<file path="src/rtl/cbtd_pkg.sv">
// Package for the change bitmap tree decoder: types, constants and the
// set-bit search used by the front end.
// No dependencies.
`default_nettype none

package cbtd_pkg;

    // Number of two-line blocks covered by the header bitmap (1..32).
    localparam int BLOCKS = 26;

    // Header bits at and above BLOCKS are cleared.
    localparam logic [31:0] KEEP_MASK = 32'((64'd1 << BLOCKS) - 64'd1);
    localparam logic [5:0]  BLOCK_LIMIT = 6'(BLOCKS);

    localparam logic [6:0] LINE_COUNT_RESET = 7'd51;

    // What the next non-start byte is expected to be.
    typedef enum logic [1:0] {
        KIND_IDLE,
        KIND_SEGMASK,
        KIND_PAIRMASK,
        KIND_VALUE
    } kind_t;

    // One classified beat as it travels from the front end to the back end.
    typedef struct packed {
        logic       is_value;
        logic       done;
        logic       stray;
        logic [5:0] x;
        logic [5:0] y;
        logic [7:0] data;
    } rec_t;

    // Result of a set-bit search.
    typedef struct packed {
        logic       found;
        logic [4:0] idx;
    } hit_t;

    // Lowest set bit of v at a position in [from, limit).
    function automatic hit_t lowest_set(input logic [31:0] v, input logic [5:0] from,
                                        input logic [5:0] limit);
        hit_t h;
        h = '0;
        for (int i = 31; i >= 0; i--) begin
            if (v[i] && (6'(i) >= from) && (6'(i) < limit)) begin
                h.found = 1'b1;
                h.idx   = 5'(i);
            end
        end
        return h;
    endfunction

endpackage

`default_nettype wire

</file>
<file path="src/rtl/cbtd_front.sv">
// Front end of the change bitmap tree decoder: tree walk state and per-byte
// classification. Depends on cbtd_pkg.
`default_nettype none

module cbtd_front (
    input  wire logic          aclk,
    input  wire logic          aresetn,
    input  wire logic          in_accept,
    input  wire logic [7:0]    in_byte,
    input  wire logic          in_start,
    output cbtd_pkg::rec_t     out_rec
);

    cbtd_pkg::kind_t kind_reg, kind_next;
    logic [2:0]  hc_reg, hc_next;
    logic [31:0] bitmap_reg, bitmap_next;
    logic [4:0]  block_idx_reg, block_idx_next;
    logic [7:0]  seg_mask_reg, seg_mask_next;
    logic [2:0]  seg_idx_reg, seg_idx_next;
    logic [7:0]  pair_mask_reg, pair_mask_next;
    logic [2:0]  pair_idx_reg, pair_idx_next;
    logic        half_reg, half_next;

    logic        header_end;
    logic [31:0] hdr_bitmap;
    logic [31:0] block_src;
    logic [5:0]  block_from;
    logic [7:0]  seg_src, pair_src;
    logic [5:0]  seg_from, pair_from;
    cbtd_pkg::hit_t bh, sh, ph;
    logic        do_pair, do_seg, do_block;
    logic        walk_done;

    // Candidate searches at all three levels, resolved by priority below.
    always_comb begin
        hdr_bitmap = bitmap_reg | (32'(in_byte) << {hc_reg[1:0], 3'b000});
        header_end = !in_start && (kind_reg == cbtd_pkg::KIND_IDLE) && (hc_reg == 3'd3);
        block_src  = header_end ? (hdr_bitmap & cbtd_pkg::KEEP_MASK) : bitmap_reg;
        block_from = header_end ? 6'd0 : (6'(block_idx_reg) + 6'd1);
        seg_src    = (kind_reg == cbtd_pkg::KIND_SEGMASK) ? in_byte : seg_mask_reg;
        seg_from   = (kind_reg == cbtd_pkg::KIND_SEGMASK) ? 6'd0 : (6'(seg_idx_reg) + 6'd1);
        pair_src   = (kind_reg == cbtd_pkg::KIND_PAIRMASK) ? in_byte : pair_mask_reg;
        pair_from  = (kind_reg == cbtd_pkg::KIND_PAIRMASK) ? 6'd0 : (6'(pair_idx_reg) + 6'd1);
        bh = cbtd_pkg::lowest_set(block_src, block_from, cbtd_pkg::BLOCK_LIMIT);
        sh = cbtd_pkg::lowest_set({24'd0, seg_src}, seg_from, 6'd8);
        ph = cbtd_pkg::lowest_set({24'd0, pair_src}, pair_from, 6'd8);
    end

    // Next state
    always_comb begin
        kind_next      = kind_reg;
        hc_next        = hc_reg;
        bitmap_next    = bitmap_reg;
        block_idx_next = block_idx_reg;
        seg_mask_next  = seg_mask_reg;
        seg_idx_next   = seg_idx_reg;
        pair_mask_next = pair_mask_reg;
        pair_idx_next  = pair_idx_reg;
        half_next      = half_reg;
        do_pair        = 1'b0;
        do_seg         = 1'b0;
        do_block       = 1'b0;
        walk_done      = 1'b0;

        if (in_start) begin
            bitmap_next = 32'(in_byte);
            hc_next     = 3'd1;
            kind_next   = cbtd_pkg::KIND_IDLE;
        end else begin
            case (kind_reg)
                cbtd_pkg::KIND_IDLE: begin
                    if (hc_reg inside {[3'd1:3'd3]}) begin
                        if (header_end) begin
                            bitmap_next = block_src;
                            hc_next     = 3'd0;
                            do_block    = 1'b1;
                        end else begin
                            bitmap_next = hdr_bitmap;
                            hc_next     = hc_reg + 3'd1;
                        end
                    end else begin
                        hc_next = 3'd0;
                    end
                end
                cbtd_pkg::KIND_SEGMASK: begin
                    seg_mask_next = in_byte;
                    do_seg        = 1'b1;
                end
                cbtd_pkg::KIND_PAIRMASK: begin
                    pair_mask_next = in_byte;
                    do_pair        = 1'b1;
                end
                cbtd_pkg::KIND_VALUE: begin
                    if (!half_reg) begin
                        half_next = 1'b1;
                    end else begin
                        do_pair = 1'b1;
                    end
                end
                default: begin
                    kind_next = cbtd_pkg::KIND_IDLE;
                end
            endcase

            // Seek cascade: pair, then segment, then block, then frame end.
            if (do_pair && ph.found) begin
                pair_idx_next = ph.idx[2:0];
                half_next     = 1'b0;
                kind_next     = cbtd_pkg::KIND_VALUE;
            end else if ((do_pair || do_seg) && sh.found) begin
                seg_idx_next = sh.idx[2:0];
                kind_next    = cbtd_pkg::KIND_PAIRMASK;
            end else if ((do_pair || do_seg || do_block) && bh.found) begin
                block_idx_next = bh.idx;
                kind_next      = cbtd_pkg::KIND_SEGMASK;
            end else if (do_pair || do_seg || do_block) begin
                kind_next = cbtd_pkg::KIND_IDLE;
                hc_next   = 3'd0;
                walk_done = 1'b1;
            end
        end
    end

    // Outputs: classification of the current beat
    always_comb begin
        out_rec          = '0;
        out_rec.data     = in_byte;
        out_rec.is_value = !in_start && (kind_reg == cbtd_pkg::KIND_VALUE);
        out_rec.stray    = !in_start && (kind_reg == cbtd_pkg::KIND_IDLE)
                           && !(hc_reg inside {[3'd1:3'd3]});
        out_rec.done     = walk_done;
        out_rec.x        = {seg_idx_reg[1:0], pair_idx_reg, half_reg};
        out_rec.y        = {block_idx_reg, seg_idx_reg[2]};
    end

    always_ff @(posedge aclk) begin
        if (!aresetn) begin
            kind_reg      <= cbtd_pkg::KIND_IDLE;
            hc_reg        <= 3'd0;
            bitmap_reg    <= 32'd0;
            block_idx_reg <= 5'd0;
            seg_mask_reg  <= 8'd0;
            seg_idx_reg   <= 3'd0;
            pair_mask_reg <= 8'd0;
            pair_idx_reg  <= 3'd0;
            half_reg      <= 1'b0;
        end else if (in_accept) begin
            kind_reg      <= kind_next;
            hc_reg        <= hc_next;
            bitmap_reg    <= bitmap_next;
            block_idx_reg <= block_idx_next;
            seg_mask_reg  <= seg_mask_next;
            seg_idx_reg   <= seg_idx_next;
            pair_mask_reg <= pair_mask_next;
            pair_idx_reg  <= pair_idx_next;
            half_reg      <= half_next;
        end
    end

`ifndef SYNTHESIS
    // Header counting only happens while no tree level is expected.
    a_hc_idle_only: assert property (@(posedge aclk) disable iff (!aresetn)
        (kind_reg != cbtd_pkg::KIND_IDLE) |-> (hc_reg == 3'd0))
        else $error("header count nonzero during tree walk");
    // Header count never reaches four between beats.
    a_hc_range: assert property (@(posedge aclk) disable iff (!aresetn)
        hc_reg <= 3'd3)
        else $error("header count out of range");
`endif

endmodule

`default_nettype wire

</file>
<file path="src/rtl/cbtd_queue.sv">
// Two-entry queue of classified beats between the decoder front and back ends.
// Depends on cbtd_pkg.
`default_nettype none

module cbtd_queue (
    input  wire logic          aclk,
    input  wire logic          aresetn,
    input  wire logic          push,
    input  wire cbtd_pkg::rec_t push_rec,
    output logic               full,
    input  wire logic          pop,
    output cbtd_pkg::rec_t     pop_rec,
    output logic               not_empty
);

    cbtd_pkg::rec_t mem_reg [2];
    logic       wr_ptr_reg, rd_ptr_reg;
    logic [1:0] count_reg, count_next;

    assign full      = (count_reg == 2'd2);
    assign not_empty = (count_reg != 2'd0);
    assign pop_rec   = mem_reg[rd_ptr_reg];

    always_comb begin
        count_next = count_reg;
        case ({push, pop})
            2'b10:   count_next = count_reg + 2'd1;
            2'b01:   count_next = count_reg - 2'd1;
            default: count_next = count_reg;
        endcase
    end

    always_ff @(posedge aclk) begin
        if (push) begin
            mem_reg[wr_ptr_reg] <= push_rec;
        end
    end

    always_ff @(posedge aclk) begin
        if (!aresetn) begin
            wr_ptr_reg <= 1'b0;
            rd_ptr_reg <= 1'b0;
            count_reg  <= 2'd0;
        end else begin
            if (push) wr_ptr_reg <= !wr_ptr_reg;
            if (pop)  rd_ptr_reg <= !rd_ptr_reg;
            count_reg <= count_next;
        end
    end

`ifndef SYNTHESIS
    a_count_range: assert property (@(posedge aclk) disable iff (!aresetn)
        count_reg <= 2'd2)
        else $error("queue count out of range");
    a_no_underflow: assert property (@(posedge aclk) disable iff (!aresetn)
        pop |-> not_empty)
        else $error("queue pop while empty");
    a_no_overflow: assert property (@(posedge aclk) disable iff (!aresetn)
        (push && full) |-> pop)
        else $error("queue push while full");
`endif

endmodule

`default_nettype wire

</file>
<file path="src/rtl/cbtd_back.sv">
// Back end of the change bitmap tree decoder: line clipping and the result
// output register. Depends on cbtd_pkg.
`default_nettype none

module cbtd_back (
    input  wire logic          aclk,
    input  wire logic          aresetn,
    input  wire logic [6:0]    line_count,
    input  wire logic          q_valid,
    input  wire cbtd_pkg::rec_t q_rec,
    output logic               q_pop,
    output logic               m_tvalid,
    input  wire logic          m_tready,
    output logic [23:0]        m_tdata,
    output logic [1:0]         m_tuser,
    output logic               m_tlast
);

    logic        valid_reg;
    logic [23:0] data_reg, data_next;
    logic [1:0]  user_reg, user_next;
    logic        last_reg;
    logic        wv;

    assign q_pop = q_valid && (!valid_reg || m_tready);

    always_comb begin
        wv        = q_rec.is_value && ({1'b0, q_rec.y} < line_count);
        data_next = wv ? {4'd0, q_rec.data, q_rec.y, q_rec.x} : 24'd0;
        user_next = {q_rec.stray, wv};
    end

    always_ff @(posedge aclk) begin
        if (!aresetn) begin
            valid_reg <= 1'b0;
        end else if (!valid_reg || m_tready) begin
            valid_reg <= q_valid;
        end
    end

    always_ff @(posedge aclk) begin
        if (q_pop) begin
            data_reg <= data_next;
            user_reg <= user_next;
            last_reg <= q_rec.done;
        end
    end

    assign m_tvalid = valid_reg;
    assign m_tdata  = data_reg;
    assign m_tuser  = user_reg;
    assign m_tlast  = last_reg;

endmodule

`default_nettype wire

</file>
<file path="src/rtl/change_bitmap_tree_decoder_unit.sv">
// Top level of the change bitmap tree decoder: line_count register and the
// front end, queue and back end. Depends on cbtd_pkg, cbtd_front, cbtd_queue, cbtd_back.
`default_nettype none

// Decodes a packed change-bitmap frame one byte per beat and gives exactly one
// result beat per input beat. A frame is a 4-byte block bitmap (low byte
// first, flagged by s_tuser on its first byte), then a segment mask per set
// block, a pair mask per set segment and two value bytes per set pair. Each
// value byte is reported as a pixel write unless its line is at or above
// line_count. Throughput is one beat per clock while the queue has room and
// the output is not stalled: the whole tree walk step, including the three-level
// next-set-bit search, is done in the cycle the byte is accepted. Each beat
// goes from the front end into the two-entry queue, then the output register.
// line_count may only be written while no beat is in flight.
module change_bitmap_tree_decoder_unit (
    input  wire logic        aclk,
    input  wire logic        aresetn,
    // configuration
    input  wire logic        cfg_wr_en,
    input  wire logic [6:0]  cfg_wr_data,   // line_count
    // byte input
    input  wire logic        s_tvalid,
    output logic             s_tready,
    input  wire logic [7:0]  s_tdata,       // [7:0] packed_byte
    input  wire logic        s_tuser,       // [0] frame_start
    // results
    output logic             m_tvalid,
    input  wire logic        m_tready,
    output logic [23:0]      m_tdata,       // [5:0] pixel_x, [11:6] pixel_y, [19:12] pixel_value
    output logic [1:0]       m_tuser,       // [0] write_valid, [1] stray_byte
    output logic             m_tlast        // frame_done
);

    logic [6:0] line_count_reg;

    logic           in_accept;
    cbtd_pkg::rec_t front_rec;
    cbtd_pkg::rec_t q_rec;
    logic           q_full;
    logic           q_valid;
    logic           q_pop;

    always_ff @(posedge aclk) begin
        if (!aresetn) begin
            line_count_reg <= cbtd_pkg::LINE_COUNT_RESET;
        end else if (cfg_wr_en) begin
            line_count_reg <= cfg_wr_data;
        end
    end

    // Input is taken whenever the queue has room; the queue drains into the
    // output register whenever that register is empty or its beat is taken.
    assign s_tready  = !q_full;
    assign in_accept = s_tvalid && s_tready;

    cbtd_front u_front (
        .aclk      (aclk),
        .aresetn   (aresetn),
        .in_accept (in_accept),
        .in_byte   (s_tdata),
        .in_start  (s_tuser),
        .out_rec   (front_rec)
    );

    cbtd_queue u_queue (
        .aclk      (aclk),
        .aresetn   (aresetn),
        .push      (in_accept),
        .push_rec  (front_rec),
        .full      (q_full),
        .pop       (q_pop),
        .pop_rec   (q_rec),
        .not_empty (q_valid)
    );

    cbtd_back u_back (
        .aclk       (aclk),
        .aresetn    (aresetn),
        .line_count (line_count_reg),
        .q_valid    (q_valid),
        .q_rec      (q_rec),
        .q_pop      (q_pop),
        .m_tvalid   (m_tvalid),
        .m_tready   (m_tready),
        .m_tdata    (m_tdata),
        .m_tuser    (m_tuser),
        .m_tlast    (m_tlast)
    );

`ifndef SYNTHESIS
    // Pixel fields are zero on any beat that is not a write.
    a_zero_fields: assert property (@(posedge aclk) disable iff (!aresetn)
        (m_tvalid && !m_tuser[0]) |-> (m_tdata == 24'd0))
        else $error("nonzero pixel fields without write");
    // A stray byte never ends a frame and is never a write.
    a_stray_alone: assert property (@(posedge aclk) disable iff (!aresetn)
        (m_tvalid && m_tuser[1]) |-> (!m_tlast && !m_tuser[0]))
        else $error("stray byte flagged with write or frame end");
`endif

endmodule

`default_nettype wire

</file>
<file path="config.mk">
export PLATFORM = sky130hd
export DESIGN_NAME = change_bitmap_tree_decoder_unit
export DESIGN_NICKNAME = d
export VERILOG_FILES = /design/src/rtl/cbtd_pkg.sv /design/src/rtl/cbtd_front.sv /design/src/rtl/cbtd_queue.sv /design/src/rtl/cbtd_back.sv /design/src/rtl/change_bitmap_tree_decoder_unit.sv
export SDC_FILE = /design/constraint.sdc
export NUM_CORES = 1
export LEC_CHECK = 0
export ABC_AREA = 1
export BUFFER_PORTS_ARGS = -buffer_cell sky130_fd_sc_hd__buf_2
export CAP_MARGIN = 20
export CORE_MARGIN = 1.5
export CORE_UTILIZATION = 35
export CTS_CLUSTER_SIZE = 8
export DETAILED_ROUTE_END_ITERATION = 16
export PLACE_DENSITY_LB_ADDON = 0.12
export SETUP_SLACK_MARGIN = 0.1
export SYNTH_ARGS = -nofsm -noshare
export SYNTH_HDL_FRONTEND = slang
export SYNTH_SLANG_ARGS = --single-unit
</file>
<file path="constraint.sdc">
create_clock -name aclk -period 8.3 [get_ports aclk]
set_clock_uncertainty 0.15 [all_clocks]
set_input_delay 0 -clock aclk [delete_from_list [all_inputs] [get_ports aclk]]
set_output_delay 0 -clock aclk [all_outputs]
set_load 0.01 [all_outputs]
</file>
==> flow_metrics.env, run 1 <==
export IMPL_clockBufferDepth=2
export IMPL_postSynthRegisterBits=141
export IMPL_grt_max_degree=31
export IMPL_drcViolationCount=0
export IMPL_relSlewSlack=0.396
export IMPL_setup_slack_ns=3.95
export IMPL_vias_per_cell=4.74
export IMPL_maxCapViolations=0
export IMPL_p_comb_frac=0.214
export IMPL_stdcell_area_sq_um=8360
export IMPL_place_ws_ns=3.81
export IMPL_critPathCaptureType="register"
export IMPL_cp_start_kind="register"
export IMPL_setup_tns_ns=0
export IMPL_cts_sinks=141
export IMPL_hold_path_class="in -> reg"
export IMPL_gr_total_overflow=0
export IMPL_synth_top_cells_by_area="edfxtp_1, dfxtp_1, nand2_1, a21oi_1, inv_1"
export IMPL_setup_viol=0
export IMPL_outcome="finished clean"
export IMPL_layout_nets=982
export IMPL_rr_worst_depth=15
export IMPL_p_int_uw=1470
export IMPL_post_route_cells_drive_above_1_share=0.114
export IMPL_rsz0062_at_grt="no"
export IMPL_powerDensity_nw_per_um2=259
export IMPL_htreeDepth=4
export IMPL_avgSynthCellArea_sq_um=7.94
export IMPL_core_rowCount=51
export IMPL_critPathRequiredTime_ns=8.40
export IMPL_worstSetupPathType="reg -> reg"
export IMPL_holdPathStages=4
export IMPL_postSynthCellCount=881
export IMPL_ys_flop_type="dfxtp_1"
export IMPL_dpl_hpwl_mm=12.2
export IMPL_yosys_cell_count_top_type="nand2_1"
export IMPL_die_height_um=144
export IMPL_netlist_top_cells_count="nand2_1, inv_1, a21oi_1, nor2_1, dfxtp_1"
export IMPL_die_w_um=144
export IMPL_cpPeakStageDelay_ns=0.90
export IMPL_root_buffer="clkbuf_16"
export IMPL_final_hold_viol_count=0
export IMPL_clk_pin_slew_worst_paths_ns=0.07
export IMPL_io_pins=50
export IMPL_p_sw_uw=695
export IMPL_antenna_found_initial=0
export IMPL_via_count=5824
export IMPL_seq_power_share=0.430
export IMPL_gp_congestion=0.898
export IMPL_gr_usage_all_layers=0.179
export IMPL_wire_per_inst_um=14.4
export IMPL_yosysWarningCount=0
export IMPL_finalCriticalPeriod_ns=4.35
export IMPL_cts_tree="done"
export IMPL_p_leak_uw=0.00344
export IMPL_placed_area_sq_um=7450
export IMPL_antenna_cells=0
export IMPL_synth_edf_count=69
export IMPL_synthArstFlopShare=0
export IMPL_worst_pin_slew_ns=0.903
export IMPL_synth_distinct_cells=48
export IMPL_arrival_ns=4.45
export IMPL_cts_buffers=17
export IMPL_switching_share=0.322
export IMPL_synth_top_area_frac=0.296
export IMPL_fp_dieArea_sq_um=20900
export IMPL_drt_total_wl_mm=17.7
export IMPL_crit_fanout=25
export IMPL_coreArea_sq_um=19500
export IMPL_crit_path_top_delay_cell="dfxtp_1"
export IMPL_ant_nets=0
export IMPL_grt_pass1_wl_mm=28.4
export IMPL_largest_register_ffs=46
export IMPL_p_clk_frac=0.356
export IMPL_path_cells="inv_1, or2_2, o21ai_0, inv_1, ha_1, a21o_1, a21oi_1, inv_1, a21oi_1, inv_1, a21oi_1, inv_1, a221oi_1, inv_1, a21oi_1"
export IMPL_grt_pass1_vias=5471
export IMPL_fillers=1987
export IMPL_io_buffer_count=45
export IMPL_maxSlewViolCount=0
export IMPL_drt_iter0_markers=408
export IMPL_cts_resized_gates=0
export IMPL_ys_seq_area_frac=0.502
export IMPL_firstDrtPassIters=5
export IMPL_start_util=0.358
export IMPL_clkLatencyLatePin_ns=0.42
export IMPL_crit_path_frequent_cell="inv_1"
export IMPL_syn_cell_area_sq_um=7000
export IMPL_syn_to_final_growth_pct=19.5
export IMPL_fmaxAchievable_ghz=0.230
export IMPL_ir_worst_vdd_v=0.000149
export IMPL_yosysTopAreaCell="edfxtp_1"
export IMPL_min_period_over_period=0.525
power groups by stage:
stage | combinational [uW] | clock (uW) | sequential, uW
finish | 463 | 769 | 931
global route | 535 | 819 | 951
CTS | 471 | 787 | 933
detailed placement | 457 | 0 | 948
global placement | 460 | 0 | 948
floorplan | 287 | 0 | 961
metrics by stage:
| stage | total power (uW) | utilization | hold WS (ns) | std cells |
|---|---|---|---|---|
| after floorplan | 1250 | - | -0.0511 | 884 |
| after global placement | 1410 | 0.382 | 0.0731 | 1164 |
| after detailed placement | 1400 | 0.382 | 0.0697 | 1164 |
| after CTS | 2190 | 0.428 | 0.0314 | 1228 |
| after global routing | 2300 | 0.428 | 0.0688 | 1228 |
| final | 2160 | 0.428 | 0.0409 | 1228 |
cells by family after synthesis:
family / count (synthesis) / synth area share
mux: 1 / 0.00143
fa+ha+maj: 11 / 0.0197
flops: 141 / 0.502
other cells: 1 / 0.000536
simple gates: 351 / 0.215
buf+inv: 167 / 0.0939
compound gates: 209 / 0.167
layout by cell type (no fill, tap or decap), types with 2 or more instances in the layout:
master / instances
a211oi_1: 2
a21oi_1: 100
a21oi_2: 2
a221oi_1: 9
a31oi_1: 4
buf_2: 45
buf_4: 5
clkbuf_16: 17
clkinvlp_4: 2
conb_1: 4
dfxtp_1: 72
dlygate4sd3_1: 32
edfxtp_1: 69
ha_1: 11
inv_1: 129
inv_2: 3
inv_6: 6
inv_8: 4
nand2_1: 188
nand3_1: 24
nand4_1: 6
nor2_1: 78
nor2_2: 7
nor2_4: 4
nor3_1: 28
nor4_1: 3
o211ai_1: 7
o21ai_0: 69
o21ai_1: 2
o221ai_1: 2
o22ai_1: 2
or2_1: 2
or2_2: 5
path summary, 6_finish.rpt:
kind	start	endpoint	slack (ns)
worst max-delay path	register	u_back.m_tdata[17]$_SDFFCE_PN0P_	3.95
worst max register to register	register	u_back.m_tdata[17]$_SDFFCE_PN0P_	3.95
worst min-delay path	s_tvalid	u_front.hc_reg[2]$_SDFFE_PN0P_	0.04
worst min register to register	u_front.bitmap_reg[14]$_SDFFE_PN0P_	u_front.bitmap_reg[14]$_SDFFE_PN0P_	0.30
final cells by class:
class	count	area, sq um	share of cell area
multi-input combinational	576	2850	0.340
clock inverter	15	168	0.0200
timing repair buffer	82	583	0.0697
clock buffer	17	425	0.0509
inverter	132	495	0.0592
sequential	141	3510	0.420
tap	265	332	0.0396
layer usage:
layer  vias to the layer above  wire length [um]  GRT usage
met3                        17               828     0.0351
met5                         -                 0          0
met2                       136              7850      0.289
met4                         0               236     0.0553
met1                      2611              8760      0.242
li1                       3060                 -          -
worst max-delay path, delay by kind of cell (launching register included):
kind                       cells  cell delay (ns)
adders and majority gates      1             0.27
and+or+nand+nor                1             0.42
buffers and inverters          6             1.21
AOI/OAI and AO/OA              7             1.23
DFF                            1             0.90
repair_timing:
action	in CTS	in global routing
hold endpoints to repair	52	0
setup buffers	0	0
hold buffers	32	0
No activity file was read; power rests on OpenSTA's default activity.
==> run 2: changes to the inputs <==
==> constraint.sdc (replaced) <==
create_clock -name aclk -period 4.35 [get_ports aclk]
set_clock_uncertainty 0.15 [all_clocks]
set_input_delay 0 -clock aclk [delete_from_list [all_inputs] [get_ports aclk]]
set_output_delay 0 -clock aclk [all_outputs]
set_load 0.01 [all_outputs]
==> flow_metrics.env, run 2 (synthesized netlist as in run 1, its figures left out) <==
export IMPL_cts_buffers=17
export IMPL_critPathCaptureType="register"
export IMPL_worstSetupPathType="reg -> reg"
export IMPL_clk_pin_slew_worst_paths_ns=0.06
export IMPL_die_w_um=144
export IMPL_drt_iter0_markers=448
export IMPL_place_ws_ns=0.838
export IMPL_wire_per_inst_um=14.6
export IMPL_coreArea_sq_um=19500
export IMPL_hold_path_class="in -> reg"
export IMPL_worst_pin_slew_ns=0.808
export IMPL_grt_pass1_wl_mm=29.0
export IMPL_layout_nets=990
export IMPL_finalCriticalPeriod_ns=3.52
export IMPL_io_pins=50
export IMPL_cp_start_kind="register"
export IMPL_worstPathBufferInverterCount=5
export IMPL_start_util=0.358
export IMPL_cp_top_family="simple AND/OR/NAND/NOR gates"
export IMPL_switching_share=0.309
export IMPL_htreeDepth=4
export IMPL_hold_ws_ns=0.0353
export IMPL_outcome="finished clean"
export IMPL_setup_tns_ns=0
export IMPL_seqCellArea_sq_um=3510
export IMPL_fillers=1974
export IMPL_vias_per_cell=4.83
export IMPL_dpl_hpwl_mm=12.7
export IMPL_core_rowCount=51
export IMPL_cts_sinks=141
export IMPL_crit_fanout=10
export IMPL_utilization=0.434
export IMPL_syn_to_final_growth_pct=21.0
export IMPL_io_buffer_count=45
export IMPL_cpPeakStageDelay_ns=0.37
export IMPL_relSlewSlack=0.459
export IMPL_grt_max_degree=32
export IMPL_critPathRequiredTime_ns=4.55
export IMPL_crit_path_top_delay_cell="dfxtp_1"
export IMPL_p_leak_uw=0.00350
export IMPL_layout_common_cells="nand2_1, inv_1, a21oi_1"
export IMPL_post_route_cells_drive_above_1_share=0.122
export IMPL_p_clk_frac=0.364
export IMPL_ant_nets=0
export IMPL_p_comb_frac=0.225
export IMPL_min_period_over_period=0.810
export IMPL_firstDrtPassIters=8
export IMPL_antenna_found_initial=0
export IMPL_root_buffer="clkbuf_16"
export IMPL_drt_total_wl_mm=18.0
export IMPL_setup_slack_ns=0.828
export IMPL_arrival_ns=3.72
export IMPL_final_common_cell="nand2_1"
export IMPL_gr_usage_all_layers=0.184
export IMPL_p_sw_uw=1310
export IMPL_powerDensity_nw_per_um2=499
export IMPL_via_count=5974
export IMPL_die_height_um=144
export IMPL_antenna_cells=0
export IMPL_final_hold_viol_count=0
export IMPL_maxCapViolations=0
export IMPL_maxSlewViolCount=0
export IMPL_path_cells="nor2_4, nand2_4, nor2_4, nor2_2, a21oi_4, inv_2, nor2_4, inv_1, nor3_1, nor2_1, nand2_1, inv_1, nand2_1, inv_1, nand2_1, nor2_1, nor2_2, nand3_2, inv_2, o311ai_1, a21oi_1"
export IMPL_largest_register_ffs=46
export IMPL_ir_worst_vdd_v=0.000268
export IMPL_fp_dieArea_sq_um=20900
export IMPL_clkLatencyLatePin_ns=0.42
export IMPL_cts_tree="done"
export IMPL_multiInputGateArea_sq_um=2850
export IMPL_p_int_uw=2920
export IMPL_drcViolationCount=0
export IMPL_gp_congestion=0.866
export IMPL_gr_total_overflow=0
export IMPL_seq_power_share=0.411
export IMPL_fmaxAchievable_ghz=0.284
export IMPL_rsz0062_at_grt="no"
export IMPL_clockBufferDepth=2
export IMPL_setup_viol=0
export IMPL_cts_resized_gates=0
export IMPL_grt_pass1_vias=5528
## run 2: changes by cell type in the layout (fill, tap and decap cells not counted)
cell | before | now
buf_12 | 0 | 1
buf_4 | 5 | 12
bufinv_16 | 1 | 3
clkinv_8 | 1 | 0
clkinvlp_4 | 2 | 3
inv_6 | 6 | 5
inv_8 | 4 | 3
## run 2: worst reg2reg max path: cells and delay by family, from the launching register on
family                 cells  cell delay [ns]
flip-flops                 1             0.37
buffers and inverters      5             0.44
AO/OA/AOI/OAI              3             0.50
AND/OR/NAND/NOR           13             1.99
## run 2: final cells by class
| type | count | share of cell area |
|---|---|---|
| sequential | 141 | 0.415 |
| inverter | 132 | 0.0585 |
| clock buffer | 17 | 0.0502 |
| multi-input combinational | 576 | 0.336 |
| tap | 265 | 0.0392 |
| clock inverter | 15 | 0.0235 |
| timing repair buffer | 90 | 0.0774 |
## run 2: metrics by stage
step,area [sq um],power (uW),cells
4_1_cts,8470,4280,1236
3_3_place_gp,7520,2710,1172
2_1_floorplan,7010,2380,884
6_report,8470,4230,1236
3_5_place_dp,7520,2710,1172
5_1_grt,8470,4490,1236
## run 2: final timing paths
| path | cells after the start | end | startpoint | slack, ns |
|---|---|---|---|---|
| worst max-delay path | 21 | u_front.block_idx_reg[2]$_SDFFE_PN0P_ | u_front.kind_reg[1]$_SDFFE_PN0P_ | 0.83 |
| worst min-delay path | 4 | u_front.hc_reg[2]$_SDFFE_PN0P_ | s_tvalid | 0.04 |
| worst max register to register | 21 | u_front.block_idx_reg[2]$_SDFFE_PN0P_ | u_front.kind_reg[1]$_SDFFE_PN0P_ | 0.83 |
| worst min register to register | 2 | u_front.pair_mask_reg[4]$_SDFFE_PN0P_ | u_front.pair_mask_reg[4]$_SDFFE_PN0P_ | 0.30 |
## run 2: timing repair
action                    in CTS  in global routing
hold buffers                  32                  0
setup buffers                  0                  0
hold endpoints to repair      50                  0
## run 2: per-layer routing
metal | vias up | global-route usage | share of wire
li1 | 3080 | - | -
met1 | 2727 | 0.250 | 0.49
met2 | 139 | 0.295 | 0.46
met3 | 28 | 0.0298 | 0.034
met4 | 0 | 0.0638 | 0.019
met5 | - | 0 | 0
## run 2: power by group through the flow
stage | clock network (uW) | logic [uW] | registers [uW]
global route | 1630 | 1090 | 1770
global placement | 0 | 946 | 1770
finish | 1540 | 949 | 1740
CTS | 1580 | 968 | 1740
detailed placement | 0 | 940 | 1770
floorplan | 0 | 548 | 1830
==> run 3: changes to the inputs <==
==> constraint.sdc (replaced) <==
create_clock -name aclk -period 3.3 [get_ports aclk]
set_clock_uncertainty 0.15 [all_clocks]
set_input_delay 0 -clock aclk [delete_from_list [all_inputs] [get_ports aclk]]
set_output_delay 0 -clock aclk [all_outputs]
set_load 0.01 [all_outputs]
==> flow_metrics.env, run 3 (synthesized netlist as in run 1, its figures left out) <==
export IMPL_start_util=0.358
export IMPL_fmaxAchievable_ghz=0.322
export IMPL_ir_worst_vdd_v=0.000373
export IMPL_outcome="finished clean"
export IMPL_relSlewSlack=0.285
export IMPL_root_buffer="clkbuf_16"
export IMPL_layout_nets=1038
export IMPL_hold_path_class="in -> reg"
export IMPL_die_height_um=144
export IMPL_gr_total_overflow=0
export IMPL_final_hold_viol_count=0
export IMPL_powerDensity_nw_per_um2=610
export IMPL_antenna_found_initial=0
export IMPL_post_route_cells_drive_above_1_share=0.212
export IMPL_cts_sinks=141
export IMPL_largest_register_ffs=46
export IMPL_clkLatencyLatePin_ns=0.42
export IMPL_critPathCaptureType="register"
export IMPL_grt_pass1_wl_mm=30.1
export IMPL_core_rowCount=51
export IMPL_vias_per_cell=4.75
export IMPL_cp_start_kind="register"
export IMPL_critPathRequiredTime_ns=3.39
export IMPL_fp_dieArea_sq_um=20900
export IMPL_rr_worst_depth=17
export IMPL_htreeDepth=4
export IMPL_min_period_over_period=0.940
export IMPL_p_sw_uw=1780
export IMPL_io_pins=50
export IMPL_layout_common_cells="nand2_1, inv_1, a21oi_1"
export IMPL_worst_pin_slew_ns=1.07
export IMPL_gp_congestion=0.987
export IMPL_antenna_cells=0
export IMPL_setup_viol=0
export IMPL_die_w_um=144
export IMPL_rsz0062_at_grt="yes"
export IMPL_rr_startpoint="u_front.block_idx_reg[1]$_SDFFE_PN0P_"
export IMPL_r2r_end="u_front.kind_reg[0]$_SDFFE_PN0P_"
export IMPL_final_common_cell="nand2_1"
export IMPL_grt_max_degree=31
export IMPL_total_power_uw=5540
export IMPL_placed_area_sq_um=7740
export IMPL_seq_power_share=0.413
export IMPL_firstDrtPassIters=5
export IMPL_cts_tree="done"
export IMPL_via_count=6105
export IMPL_p_clk_frac=0.349
export IMPL_cts_buffers=17
export IMPL_ant_nets=0
export IMPL_worstSetupPathType="reg -> reg"
export IMPL_finalCriticalPeriod_ns=3.10
export IMPL_maxSlewViolCount=0
export IMPL_coreArea_sq_um=19500
export IMPL_critical_path_endpoint="u_front.kind_reg[0]$_SDFFE_PN0P_"
export IMPL_drcViolationCount=0
export IMPL_crit_path_start="u_front.block_idx_reg[1]$_SDFFE_PN0P_"
export IMPL_p_leak_uw=0.00375
export IMPL_io_buffer_count=45
export IMPL_r2r_slack_ns=0.20
export IMPL_drt_total_wl_mm=18.7
export IMPL_p_int_uw=3760
export IMPL_maxCapViolations=0
export IMPL_clk_pin_slew_worst_paths_ns=0.07
export IMPL_wire_per_inst_um=14.6
export IMPL_setup_slack_ns=0.197
export IMPL_arrival_ns=3.20
export IMPL_place_ws_ns=0.0621
export IMPL_switching_share=0.321
export IMPL_stdcell_area_sq_um=9070
export IMPL_syn_to_final_growth_pct=29.6
export IMPL_gr_usage_all_layers=0.189
export IMPL_clockBufferDepth=2
export IMPL_crit_fanout=5
export IMPL_dpl_hpwl_mm=13.2
export IMPL_fillers=1945
export IMPL_hold_ws_ns=0.0300
export IMPL_p_comb_frac=0.238
export IMPL_grt_pass1_vias=5813
export IMPL_drt_iter0_markers=398
[run 3: cell count changes in the layout (fill, tap and decap cells not counted), moves of 7 or more]
cell	before	now
buf_4	12	54
nor2_4	4	11
nand2_1	188	176
dfxtp_1	72	64
nand2_2	1	10
dfxtp_2	0	8
nor2_1	78	71
[run 3: how the worst min path moves through the flow]
stage | from | endpoint | slack [ns] | cells past startpoint
floorplan | s_tdata[0] | u_queue.mem_reg[0][0]$_DFFE_PP_ | -0.05 | 0
global placement | cfg_wr_data[1] | line_count_reg[1]$_SDFFE_PN1P_ | 0.07 | 3
detailed placement | cfg_wr_data[4] | line_count_reg[4]$_SDFFE_PN1P_ | 0.07 | 3
CTS | s_tvalid | u_front.hc_reg[2]$_SDFFE_PN0P_ | 0.01 | 4
global route | s_tvalid | u_front.hc_reg[2]$_SDFFE_PN0P_ | 0.06 | 4
finish | s_tvalid | u_front.hc_reg[2]$_SDFFE_PN0P_ | 0.03 | 4
[run 3: layout make-up]
cell class | count | area (sq um) | area share
Clock buffer | 17 | 425 | 0.0469
Clock inverter | 15 | 170 | 0.0188
Inverter | 132 | 500 | 0.0552
Multi-Input combinational cell | 576 | 3070 | 0.339
Sequential cell | 141 | 3520 | 0.388
Tap cell | 265 | 332 | 0.0366
Timing Repair Buffer | 138 | 1050 | 0.115
[run 3: worst max-delay path: stages, from the launching register on]
cell      delay, ns
dfxtp_2        0.36
buf_6          0.12
nand4_1        0.16
nor2_4         0.21
nand2_2        0.10
nand2_2        0.10
nor2_4         0.05
nor2_4         0.16
inv_2          0.07
o211ai_1       0.13
nand2_1        0.12
nor3_2         0.21
nand4_1        0.23
nor2_4         0.23
nor2_4         0.07
buf_4          0.14
o211ai_1       0.23
a21oi_1        0.10
[run 3: what timing repair did]
action,in CTS,in global routing
endpoints found under the hold margin,51,0
resized for setup,1,73
setup buffers,1,16
hold buffers,32,0
pin swaps,1,24
setup endpoints to repair,3,14
[run 3: per-layer routing]
metal / track usage / up-vias / routed length [um]
li1: - / 3173 / -
met1: 0.259 / 2760 / 9200
met2: 0.301 / 147 / 8440
met3: 0.0305 / 25 / 727
met4: 0.0680 / 0 / 378
met5: 0 / - / 0
[run 3: power by group through the flow]
stage	logic, uW	registers [uW]	clock network, uW
3_5_place_dp	1280	2320	0
6_report	1320	2290	1930
3_3_place_gp	1270	2320	0
5_1_grt	1510	2330	2060
4_1_cts	1310	2290	1980
2_1_floorplan	722	2420	0
[run 3: metrics by stage]
stage | TNS [ns] | util | std cells
floorplan | 0 | - | 884
global placement | 0 | 0.397 | 1203
detailed placement | 0 | 0.397 | 1203
CTS | 0 | 0.445 | 1268
global route | -0.0293 | 0.465 | 1284
finish | 0 | 0.465 | 1284
